File: src/pwdf_pkg.sv
// Shared types and constants for the pulse width digit frame decoder.
// No dependencies; used by every module in src.
package pwdf_pkg;

  localparam int unsigned TICK_W  = 16;
  localparam int unsigned STEP_W  = 13;
  localparam int unsigned VALUE_W = 10;
  localparam int unsigned DIGIT_W = 4;
  localparam int unsigned COUNT_W = 2;
  localparam int unsigned IDX_W   = 3;
  localparam int unsigned EDGE_W  = 18;  // upper edge + 9 steps, no truncation
  localparam int unsigned NUM_WIN = 9;   // digit windows above zero

  localparam int unsigned IN_TDATA_W  = 16;
  localparam int unsigned OUT_TDATA_W = 16;
  localparam int unsigned CFG_DATA_W  = 16;

  localparam logic [TICK_W-1:0] START_LOW_RST        = 16'd5050;
  localparam logic [TICK_W-1:0] START_HIGH_RST       = 16'd5550;
  localparam logic [TICK_W-1:0] DIGIT_MIN_RST        = 16'd100;
  localparam logic [TICK_W-1:0] DIGIT_ZERO_UPPER_RST = 16'd550;
  localparam logic [STEP_W-1:0] DIGIT_STEP_RST       = 13'd500;

  localparam logic [VALUE_W-1:0] TENS_WEIGHT     = 10'd10;
  localparam logic [VALUE_W-1:0] HUNDREDS_WEIGHT = 10'd100;
  localparam logic [VALUE_W-1:0] VALUE_MAX       = 10'd999;

  localparam logic [COUNT_W-1:0] CNT_UNITS    = 2'd0;
  localparam logic [COUNT_W-1:0] CNT_TENS     = 2'd1;
  localparam logic [COUNT_W-1:0] CNT_HUNDREDS = 2'd2;

  typedef enum logic [IDX_W-1:0] {
    REG_START_LOW        = 3'd0,
    REG_START_HIGH       = 3'd1,
    REG_DIGIT_MIN        = 3'd2,
    REG_DIGIT_ZERO_UPPER = 3'd3,
    REG_DIGIT_STEP       = 3'd4
  } cfg_reg_t;

  typedef enum logic {
    ST_IDLE  = 1'b0,
    ST_FRAME = 1'b1
  } frame_state_t;

  typedef struct packed {
    logic [TICK_W-1:0] start_low;
    logic [TICK_W-1:0] start_high;
    logic [TICK_W-1:0] digit_min;
    logic [TICK_W-1:0] digit_zero_upper;
    logic [STEP_W-1:0] digit_step;
  } cfg_t;

  typedef struct packed {
    logic               start_hit;  // width inside the start window
    logic [DIGIT_W-1:0] digit;      // decoded digit, last digit if no window hit
  } class_t;

endpackage

File: src/pwdf_cfg_regs.sv
// Configuration register bank of the pulse width digit frame decoder.
// Depends on pwdf_pkg.
module pwdf_cfg_regs (
  input  logic                               clk,
  input  logic                               rst_n,
  input  logic                               wr_en,
  input  logic [pwdf_pkg::IDX_W-1:0]         wr_index,
  input  logic [pwdf_pkg::CFG_DATA_W-1:0]    wr_data,
  output pwdf_pkg::cfg_t                     cfg
);

  pwdf_pkg::cfg_t cfg_r;
  pwdf_pkg::cfg_t cfg_nxt;

  always_comb begin
    cfg_nxt = cfg_r;
    if (wr_en) begin
      unique case (pwdf_pkg::cfg_reg_t'(wr_index))
        pwdf_pkg::REG_START_LOW:        cfg_nxt.start_low        = wr_data;
        pwdf_pkg::REG_START_HIGH:       cfg_nxt.start_high       = wr_data;
        pwdf_pkg::REG_DIGIT_MIN:        cfg_nxt.digit_min        = wr_data;
        pwdf_pkg::REG_DIGIT_ZERO_UPPER: cfg_nxt.digit_zero_upper = wr_data;
        pwdf_pkg::REG_DIGIT_STEP:
          cfg_nxt.digit_step = wr_data[pwdf_pkg::STEP_W-1:0];
        default: ;  // unused index, write dropped
      endcase
    end
  end

  always_ff @(posedge clk) begin
    if (!rst_n) begin
      cfg_r.start_low        <= pwdf_pkg::START_LOW_RST;
      cfg_r.start_high       <= pwdf_pkg::START_HIGH_RST;
      cfg_r.digit_min        <= pwdf_pkg::DIGIT_MIN_RST;
      cfg_r.digit_zero_upper <= pwdf_pkg::DIGIT_ZERO_UPPER_RST;
      cfg_r.digit_step       <= pwdf_pkg::DIGIT_STEP_RST;
    end else begin
      cfg_r <= cfg_nxt;
    end
  end

  assign cfg = cfg_r;

endmodule

File: src/pwdf_classify.sv
// Window classifier: sorts one pulse width into start window and digit 0..9.
// Depends on pwdf_pkg.
module pwdf_classify (
  input  logic [pwdf_pkg::TICK_W-1:0]  width,
  input  pwdf_pkg::cfg_t               cfg,
  input  logic [pwdf_pkg::DIGIT_W-1:0] last_digit,
  output pwdf_pkg::class_t             cls
);

  localparam int unsigned EW = pwdf_pkg::EDGE_W;

  logic [EW-1:0]             edges [1:pwdf_pkg::NUM_WIN];
  logic [pwdf_pkg::NUM_WIN:1] above;
  logic [EW-1:0]             w_ext;
  logic                      zero_hit;
  logic                      upper_hit;
  logic [pwdf_pkg::DIGIT_W-1:0] win_cnt;

  assign w_ext = EW'(width);

  // Upper edge of each digit window: zero_upper + k * step, full width.
  always_comb begin
    for (int k = 1; k <= pwdf_pkg::NUM_WIN; k++) begin
      edges[k] = EW'(cfg.digit_zero_upper) + EW'(cfg.digit_step) * EW'(k);
      above[k] = w_ext > edges[k];
    end
  end

  // Edges are monotone for a non-zero step, so the digit is one more than
  // the number of inner edges the width lies above.
  always_comb begin
    win_cnt = pwdf_pkg::DIGIT_W'(1);
    for (int k = 1; k < pwdf_pkg::NUM_WIN; k++) begin
      win_cnt = win_cnt + pwdf_pkg::DIGIT_W'(above[k]);
    end
  end

  assign zero_hit  = (width >= cfg.digit_min) && (width <= cfg.digit_zero_upper);
  assign upper_hit = (width > cfg.digit_zero_upper) && (cfg.digit_step != '0) &&
                     !above[pwdf_pkg::NUM_WIN];

  always_comb begin
    cls.start_hit = (width > cfg.start_low) && (width <= cfg.start_high);
    priority if (zero_hit) begin
      cls.digit = '0;
    end else if (upper_hit) begin
      cls.digit = win_cnt;
    end else begin
      cls.digit = last_digit;
    end
  end

endmodule

File: src/pulse_width_digit_frame_decoder_core.sv
// Top level of the pulse width digit frame decoder.
// Depends on pwdf_pkg, pwdf_cfg_regs and pwdf_classify.

// Takes one measured pulse width per input transfer and sustains one transfer
// per clock while the result stream is not stalled. Each width is captured in an
// input register; the classifier and the frame state update then act on it in
// one pass and any finished value lands in the result register. The loop
// through the frame state (idle/frame, digit count, partial value, last digit)
// is closed in one pass per item, which sets the one-item-per-clock rate. While
// idle, a width with start_low < w <= start_high opens a frame and carries no
// digit; then three widths give the units, tens and hundreds digits and the
// value is sent out. A width that falls in no digit window repeats the last
// digit. The input side keeps taking transfers while a result waits, until
// both the input and result registers are full. Configuration writes are
// always accepted and should only be made while no item is in flight. No
// clearing pass after reset.
module pulse_width_digit_frame_decoder_core (
  input  logic                                clk,
  input  logic                                rst_n,
  // input stream; tdata[15:0] = pulse_ticks
  input  logic                                in_tvalid,
  output logic                                in_tready,
  input  logic [pwdf_pkg::IN_TDATA_W-1:0]     in_tdata,
  // result stream; tdata[9:0] = value, tdata[15:10] = zero
  output logic                                out_tvalid,
  input  logic                                out_tready,
  output logic [pwdf_pkg::OUT_TDATA_W-1:0]    out_tdata,
  // configuration write channel
  input  logic                                cfg_valid,
  output logic                                cfg_ready,
  input  logic [pwdf_pkg::IDX_W-1:0]          cfg_index,
  input  logic [pwdf_pkg::CFG_DATA_W-1:0]     cfg_data
);

  localparam int unsigned VW = pwdf_pkg::VALUE_W;

  pwdf_pkg::cfg_t   cfg;
  pwdf_pkg::class_t cls;

  // input register
  logic                        s1_valid_r;
  logic [pwdf_pkg::TICK_W-1:0] s1_pulse_r;

  // frame state
  pwdf_pkg::frame_state_t        state_r,       state_nxt;
  logic [pwdf_pkg::COUNT_W-1:0]  digit_count_r, digit_count_nxt;
  logic [VW-1:0]                 partial_r,     partial_nxt;
  logic [pwdf_pkg::DIGIT_W-1:0]  last_digit_r,  last_digit_nxt;

  // result register
  logic          out_valid_r;
  logic [VW-1:0] out_value_r;
  logic          res_valid;
  logic [VW-1:0] res_value;

  logic advance;   // result register free or being emptied
  logic fire;      // input register item processed this cycle

  assign cfg_ready = 1'b1;

  pwdf_cfg_regs u_cfg (
    .clk      (clk),
    .rst_n    (rst_n),
    .wr_en    (cfg_valid),
    .wr_index (cfg_index),
    .wr_data  (cfg_data),
    .cfg      (cfg)
  );

  pwdf_classify u_class (
    .width      (s1_pulse_r),
    .cfg        (cfg),
    .last_digit (last_digit_r),
    .cls        (cls)
  );

  assign advance   = !out_valid_r || out_tready;
  assign fire      = s1_valid_r && advance;
  assign in_tready = !s1_valid_r || advance;

  always_ff @(posedge clk) begin
    if (!rst_n) begin
      s1_valid_r <= 1'b0;
    end else if (in_tready) begin
      s1_valid_r <= in_tvalid;
    end
  end

  always_ff @(posedge clk) begin
    if (in_tready && in_tvalid) begin
      s1_pulse_r <= in_tdata[pwdf_pkg::TICK_W-1:0];
    end
  end

  // next frame state
  always_comb begin
    state_nxt = state_r;
    if (fire) begin
      unique case (state_r)
        pwdf_pkg::ST_IDLE:
          if (cls.start_hit) state_nxt = pwdf_pkg::ST_FRAME;
        pwdf_pkg::ST_FRAME:
          if (digit_count_r == pwdf_pkg::CNT_HUNDREDS) state_nxt = pwdf_pkg::ST_IDLE;
        default: state_nxt = pwdf_pkg::ST_IDLE;
      endcase
    end
  end

  // digit accumulation and result
  always_comb begin
    digit_count_nxt = digit_count_r;
    partial_nxt     = partial_r;
    last_digit_nxt  = last_digit_r;
    res_valid       = 1'b0;
    res_value       = VW'(cls.digit) * pwdf_pkg::HUNDREDS_WEIGHT + partial_r;
    if (fire && state_r == pwdf_pkg::ST_FRAME) begin
      last_digit_nxt = cls.digit;
      unique case (digit_count_r)
        pwdf_pkg::CNT_UNITS: begin
          partial_nxt     = VW'(cls.digit);
          digit_count_nxt = pwdf_pkg::CNT_TENS;
        end
        pwdf_pkg::CNT_TENS: begin
          partial_nxt     = VW'(cls.digit) * pwdf_pkg::TENS_WEIGHT + partial_r;
          digit_count_nxt = pwdf_pkg::CNT_HUNDREDS;
        end
        default: begin
          res_valid       = 1'b1;
          partial_nxt     = '0;
          digit_count_nxt = pwdf_pkg::CNT_UNITS;
        end
      endcase
    end
  end

  always_ff @(posedge clk) begin
    if (!rst_n) begin
      state_r       <= pwdf_pkg::ST_IDLE;
      digit_count_r <= pwdf_pkg::CNT_UNITS;
      partial_r     <= '0;
      last_digit_r  <= '0;
      out_valid_r   <= 1'b0;
    end else begin
      state_r       <= state_nxt;
      digit_count_r <= digit_count_nxt;
      partial_r     <= partial_nxt;
      last_digit_r  <= last_digit_nxt;
      if (advance) out_valid_r <= res_valid;
    end
  end

  always_ff @(posedge clk) begin
    if (advance && res_valid) begin
      out_value_r <= res_value;
    end
  end

  assign out_tvalid = out_valid_r;
  assign out_tdata  = pwdf_pkg::OUT_TDATA_W'(out_value_r);

`ifndef NO_ASSERTIONS
  a_value_range: assert property (@(posedge clk) disable iff (!rst_n)
    out_valid_r |-> out_value_r <= pwdf_pkg::VALUE_MAX)
    else $error("result value above 999");

  a_count_range: assert property (@(posedge clk) disable iff (!rst_n)
    digit_count_r != 2'd3)
    else $error("digit count out of range");

  a_idle_clean: assert property (@(posedge clk) disable iff (!rst_n)
    state_r == pwdf_pkg::ST_IDLE |-> (digit_count_r == pwdf_pkg::CNT_UNITS &&
                                      partial_r == '0))
    else $error("idle with digits pending");

  a_result_closes: assert property (@(posedge clk) disable iff (!rst_n)
    (advance && res_valid) |=> (out_valid_r && state_r == pwdf_pkg::ST_IDLE))
    else $error("result without frame closing");

  a_no_result_stall: assert property (@(posedge clk) disable iff (!rst_n)
    (out_valid_r && !out_tready) |-> !fire)
    else $error("item processed while result stalled");
`endif

endmodule
File: config.mk
export PLATFORM = sky130hd
export DESIGN_NAME = pulse_width_digit_frame_decoder_core
export DESIGN_NICKNAME = d
export VERILOG_FILES = /design/src/pwdf_pkg.sv /design/src/pwdf_cfg_regs.sv /design/src/pwdf_classify.sv /design/src/pulse_width_digit_frame_decoder_core.sv
export SDC_FILE = /design/constraint.sdc
export NUM_CORES = 1
export LEC_CHECK = 0
export BUFFER_PORTS_ARGS = -buffer_cell sky130_fd_sc_hd__buf_2
export CAP_MARGIN = 30
export CORE_ASPECT_RATIO = 1.25
export CORE_MARGIN = 2
export CORE_UTILIZATION = 28
export CTS_CLUSTER_DIAMETER = 120
export DETAILED_ROUTE_END_ITERATION = 10
export GPL_TIMING_DRIVEN = 1
export SLEW_MARGIN = 10
export SYNTH_ARGS = -nofsm -noshare
export SYNTH_HDL_FRONTEND = slang
export SYNTH_SLANG_ARGS = --single-unit
File: constraint.sdc
create_clock -name clk -period 14.15 [get_ports clk]
set_input_delay 0.7075 -clock clk [delete_from_list [all_inputs] [get_ports clk]]
set_output_delay 0.7075 -clock clk [all_outputs]
set_load 0.02 [all_outputs]
Word-level counts from Yosys, hierarchy flattened:

Index checks and enable logic that the tools add are counted.

* output and inout port bits: 19
* register bits after elaboration: 122
* bits of input ports: 40
* logic and storage cells: 91

* bitwise gates (word level): 1
* reduce and logical (&&, ||, !) cells: 22
* add/subtract/negate cells: 19
* mux-type cells: 9
* $lt $le $gt $ge: 14
* equal/unequal tests: 6
* multiply operators: 7

Operators with widths (count)
* $gt 16x18->1: 9
* $add 16x16->17: 4
* $add 16x15->17: 2
* $gt 16x16->1: 2
* $le 16x16->1: 2
* $mul 13x3->16 const B: 2
* $mul 13x2->15 const B: 2
* $add 4x1->4: 7
* $pmux 10 s2: 1
* $add 16x17->18: 1
* $add 16x13->17: 1
* $add 16x14->17: 1
* $mul 13x4->17 const B: 1
* $ge 16x16->1: 1
* $reduce_bool 13->1: 1
* $add 10x10->10: 1
* $add 8x10->10: 1
* $reduce_and 2->1: 5
* $logic_and 1x1->1: 8
* $mul 4x5->8 const B: 1
* $mux 4: 2
* $mul 4x3->7 const B: 1
* $eq 3x2->1 const B: 2
* $mux 1: 4
* 13 further kinds: 16

Logic depth before layout (Yosys ltp):

* word-level depth: 15
* gate-level depth with buffers: 42

Hierarchy:

Synthesis repeated with hierarchy kept, for this count alone.

* cells, all modules: 2060
* area, all modules: 18044.8 µm²

By module, submodules not included
* pwdf_classify: cells an instance 1540, instances 1, area each 12390.6 µm²
* pwdf_cfg_regs: cells an instance 285, instances 1, area each 2997.9 µm²
* pulse_width_digit_frame_decoder_core: cells an instance 235, instances 1, area each 2656.3 µm²

Worst setup path after synthesis:

OpenSTA, ideal clock, no wires.

* path type: flip-flop to flip-flop
* start: register u_cfg.cfg_r, in the netlist u_cfg.cfg[1]
* end: register partial_r[9]
* buffers on the path: 0
* path slack: 5180 ps
* required time: 14076 ps
* library setup time: 74 ps
* cell stages (with the launch flop): 38
* arrival time: 8896 ps
* clock period less this slack: 8970 ps
* path through: dfxtp_1 -> inv_1 -> fa_1 -> fa_1 -> inv_1 -> ha_1 -> a21oi_1 -> o21ba_2 -> o21ai_0 -> a211oi_1 -> o31ai_1 -> a21oi_1 -> xor2_1 -> ha_1 -> and4_1 -> nand2_1 -> nor4_1 -> nor4_1 -> [2 not listed] -> fa_1 -> inv_1 -> ha_1 -> inv_1 -> fa_1 -> mux2i_1 -> and2_1 -> ha_1 -> ha_1 -> fa_1 -> ha_1 -> inv_1 -> o21bai_1 -> a21oi_1 -> nor2b_1 -> o21ai_0 -> or4_1 -> a31oi_1

RTL lines
* start: declaration: line pwdf_cfg_regs.sv:12 `pwdf_pkg::cfg_t cfg_r;`
* start signal: assignment: line pwdf_cfg_regs.sv:38 `cfg_r <= cfg_nxt;`
* end signal: assignment: line pulse_width_digit_frame_decoder_core.sv:146 `partial_r <= partial_nxt;`
* end: declaration: line pulse_width_digit_frame_decoder_core.sv:47 `logic [VW-1:0] partial_r, partial_nxt;`

==> results_dict.tcl <==
set metrics [dict create \
    grt_pass1_wl_um 81600 \
    synth-main-ff-cell "dfxtp_1" \
    dp_cells 2929 \
    io_pins 59 \
    grt_start_max_net_pins 64 \
    place_area_um2 18790 \
    min_period_over_period_pct 73.23 \
    drive_gt1_share_pct 6.761 \
    tightestPinTransition_ns 0.9889 \
    p_leak_nw 9.185 \
    gp_congestion 0.8993 \
    synth_area_um2 17430 \
    numCtsBuffers 17 \
    die_h_um 283.0 \
    num_rows 102 \
    ys_warn_count 0 \
    max_freq_mhz 96.50 \
    cp-end-kind "flop" \
    htree_levels 4 \
    synthesis.instances 2051 \
    root_buffer "clkbuf_16" \
    postSynth.asyncResetShare_pct 0 \
    drc_errors 0 \
    reg2reg_slack_ns 3.79 \
    netlist.area_leader.share_pct 28.14 \
    dr.pass1.iters 5 \
    yosys-top-cells-area "ha_1, dfxtp_1, fa_1" \
    ant_nets 0 \
    final_cells 2962 \
    yosys.area.top_type "ha_1" \
    grt_pass1_vias 15140 \
    cts_tree "yes" \
    detail_route.wirelength_um 52400 \
    fin_nets 2626 \
    arrival_ns 10.71 \
    cts_hold_buf 0 \
    ctsResizeCount 0 \
    power_mw 1.540 \
    clock_latency_ns 0.43 \
    final_common_cell "ha_1" \
    die_w_um 227.2 \
    final_cell_area_um2 19380 \
    initial_core_util_pct 28.22 \
    fin_ws_ns 3.787 \
    final_max_slew_viol_count 0 \
    fin_crit_ns 10.36 \
    max_stage_delay_ns 0.84 \
    core_area_um2 61770 \
    finalSetupViolCount 0 \
    die-area_um2 64280 \
    drt_iter0_drc 732 \
    ys_seq_elements 122 \
    setup_tns_ns 0 \
    rsz0062_at_grt "false" \
    path_class "reg2reg" \
    outcome "finished clean" \
    hpwl_um 42200 \
    num_antenna_cells 0 \
    p_per_area_nw_per_um2 79.46 \
    synth_edf_count 26 \
    hp-class "in2reg" \
    path_max_fanout 15 \
    via_count 14890 \
    vias_per_cell 5.027 \
    portBuffers 51 \
    cts_setup_buffers 0 \
    drv_cap 0 \
    track_usage_pct 16.47 \
    final_cell_mix "ha_1, inv_1, nand2_1, a21oi_1, dfxtp_1" \
    grt_overflow 0 \
    slowest_stage "dfxtp_1" \
    wl_per_cell_um 17.69 \
    clk_path_buf_depth 2 \
    synth.avg_cell_area_um2 8.499 \
    cts_sinks 122 \
    dp_slack_ns 3.844 \
    yosysUniqueCellTypes 77 \
    hold_viol_final 0 \
    antenna_found_initial 0 \
    required_ns 14.50 \
    synthToLayoutAreaGrowth_pct 11.19 \
    maxSlewHeadroom_pct 33.47 \
    fin_skew_ns 0.01399 \
    worstSetupStartpointType "flop" \
    irDropWorstVdd_v 0.00007526 \
    cts.reportedPaths.clkPinSlew_ns 0.06 \
    seq_area_frac_synth_pct 15.50 \
]
state kept, by name (all words and copies together), names as in the netlist:
signal	flops
last_digit_r	4
partial_r	10
s1_pulse_r	16
out_value_r	10
state_r	1
s1_valid_r	1
u_cfg.cfg	77
digit_count_r	2
out_tvalid	1
cell type report:
type | instances | area [um^2]
Multi-Input combinational cell | 1647 | 13640
Fill cell | 6666 | 42390
Clock buffer | 23 | 489.2
Timing Repair Buffer | 76 | 471.7
Sequential cell | 122 | 2703
Clock inverter | 9 | 83.83
Inverter | 253 | 949.7
Tap cell | 832 | 1041
layer usage:
metal | share of wire (%) | vias to the layer above | global-route usage, %
li1 | - | 7446 | -
met1 | 40 | 7080 | 18.18
met2 | 53 | 273 | 31.29
met3 | 2.3 | 91 | 1.379
met4 | 4.6 | 0 | 7.631
met5 | 0 | - | 0
path summary, 6_finish.rpt:
kind,from,end,cells past startpoint
hold reg to reg,u_cfg.cfg[32],u_cfg.cfg[32],2
setup reg to reg,u_cfg.cfg[2],partial_r[9],37
setup / recovery,u_cfg.cfg[2],partial_r[9],37
hold / removal,in_tdata[4],s1_pulse_r[4],1
stage by stage:
step | hold slack, ns | util (%)
floorplan | 0.4085 | -
global placement | 0.4426 | 30.37
detailed placement | 0.4463 | 30.42
CTS | 0.4283 | 31.35
global route | 0.4333 | 31.38
finish | 0.4444 | 31.38
cell usage after synthesis, types with 25 or more instances:
cell,number
a21o_1,83
a21oi_1,191
clkbuf_1,26
dfxtp_1,96
edfxtp_1,26
fa_1,77
ha_1,392
inv_1,252
nand2_1,200
nand3_1,34
nand4_1,34
nor2_1,65
nor3_1,28
o211ai_1,44
o21ai_0,59
o21bai_1,25
xnor2_1,81
xor2_1,56
worst max-delay path: cells and delay by family (launching register included):
kind | cells | cell delay [ns]
fa+ha+maj | 12 | 4.73
compound gates | 11 | 2.17
simple gates | 7 | 1.66
flops | 1 | 0.84
buf+inv | 5 | 0.48
mux | 1 | 0.24
xor+xnor | 1 | 0.16
logic make-up (layout without fill, tap and decap cells):
| group | count (synthesis) | in the layout | share of synthesized area, % |
|---|---|---|---|
| AOI/OAI and AO/OA | 556 | 556 | 21.02 |
| and+or+nand+nor | 474 | 474 | 12.97 |
| adders and majority gates | 469 | 469 | 36.98 |
| buffers and inverters | 287 | 361 | 6.331 |
| xor gates and xnor gates | 138 | 138 | 6.977 |
| DFF | 122 | 122 | 15.50 |
| muxes | 3 | 3 | 0.1723 |
| other | 2 | 7 | 0.04308 |
power by group:
part	internal [mW]	switching, mW
Clock	0.262	0.170
Combinational	0.305	0.419
Sequential	0.369	0.0146
Total	0.936	0.604
(Power assumes the default switching activity.)
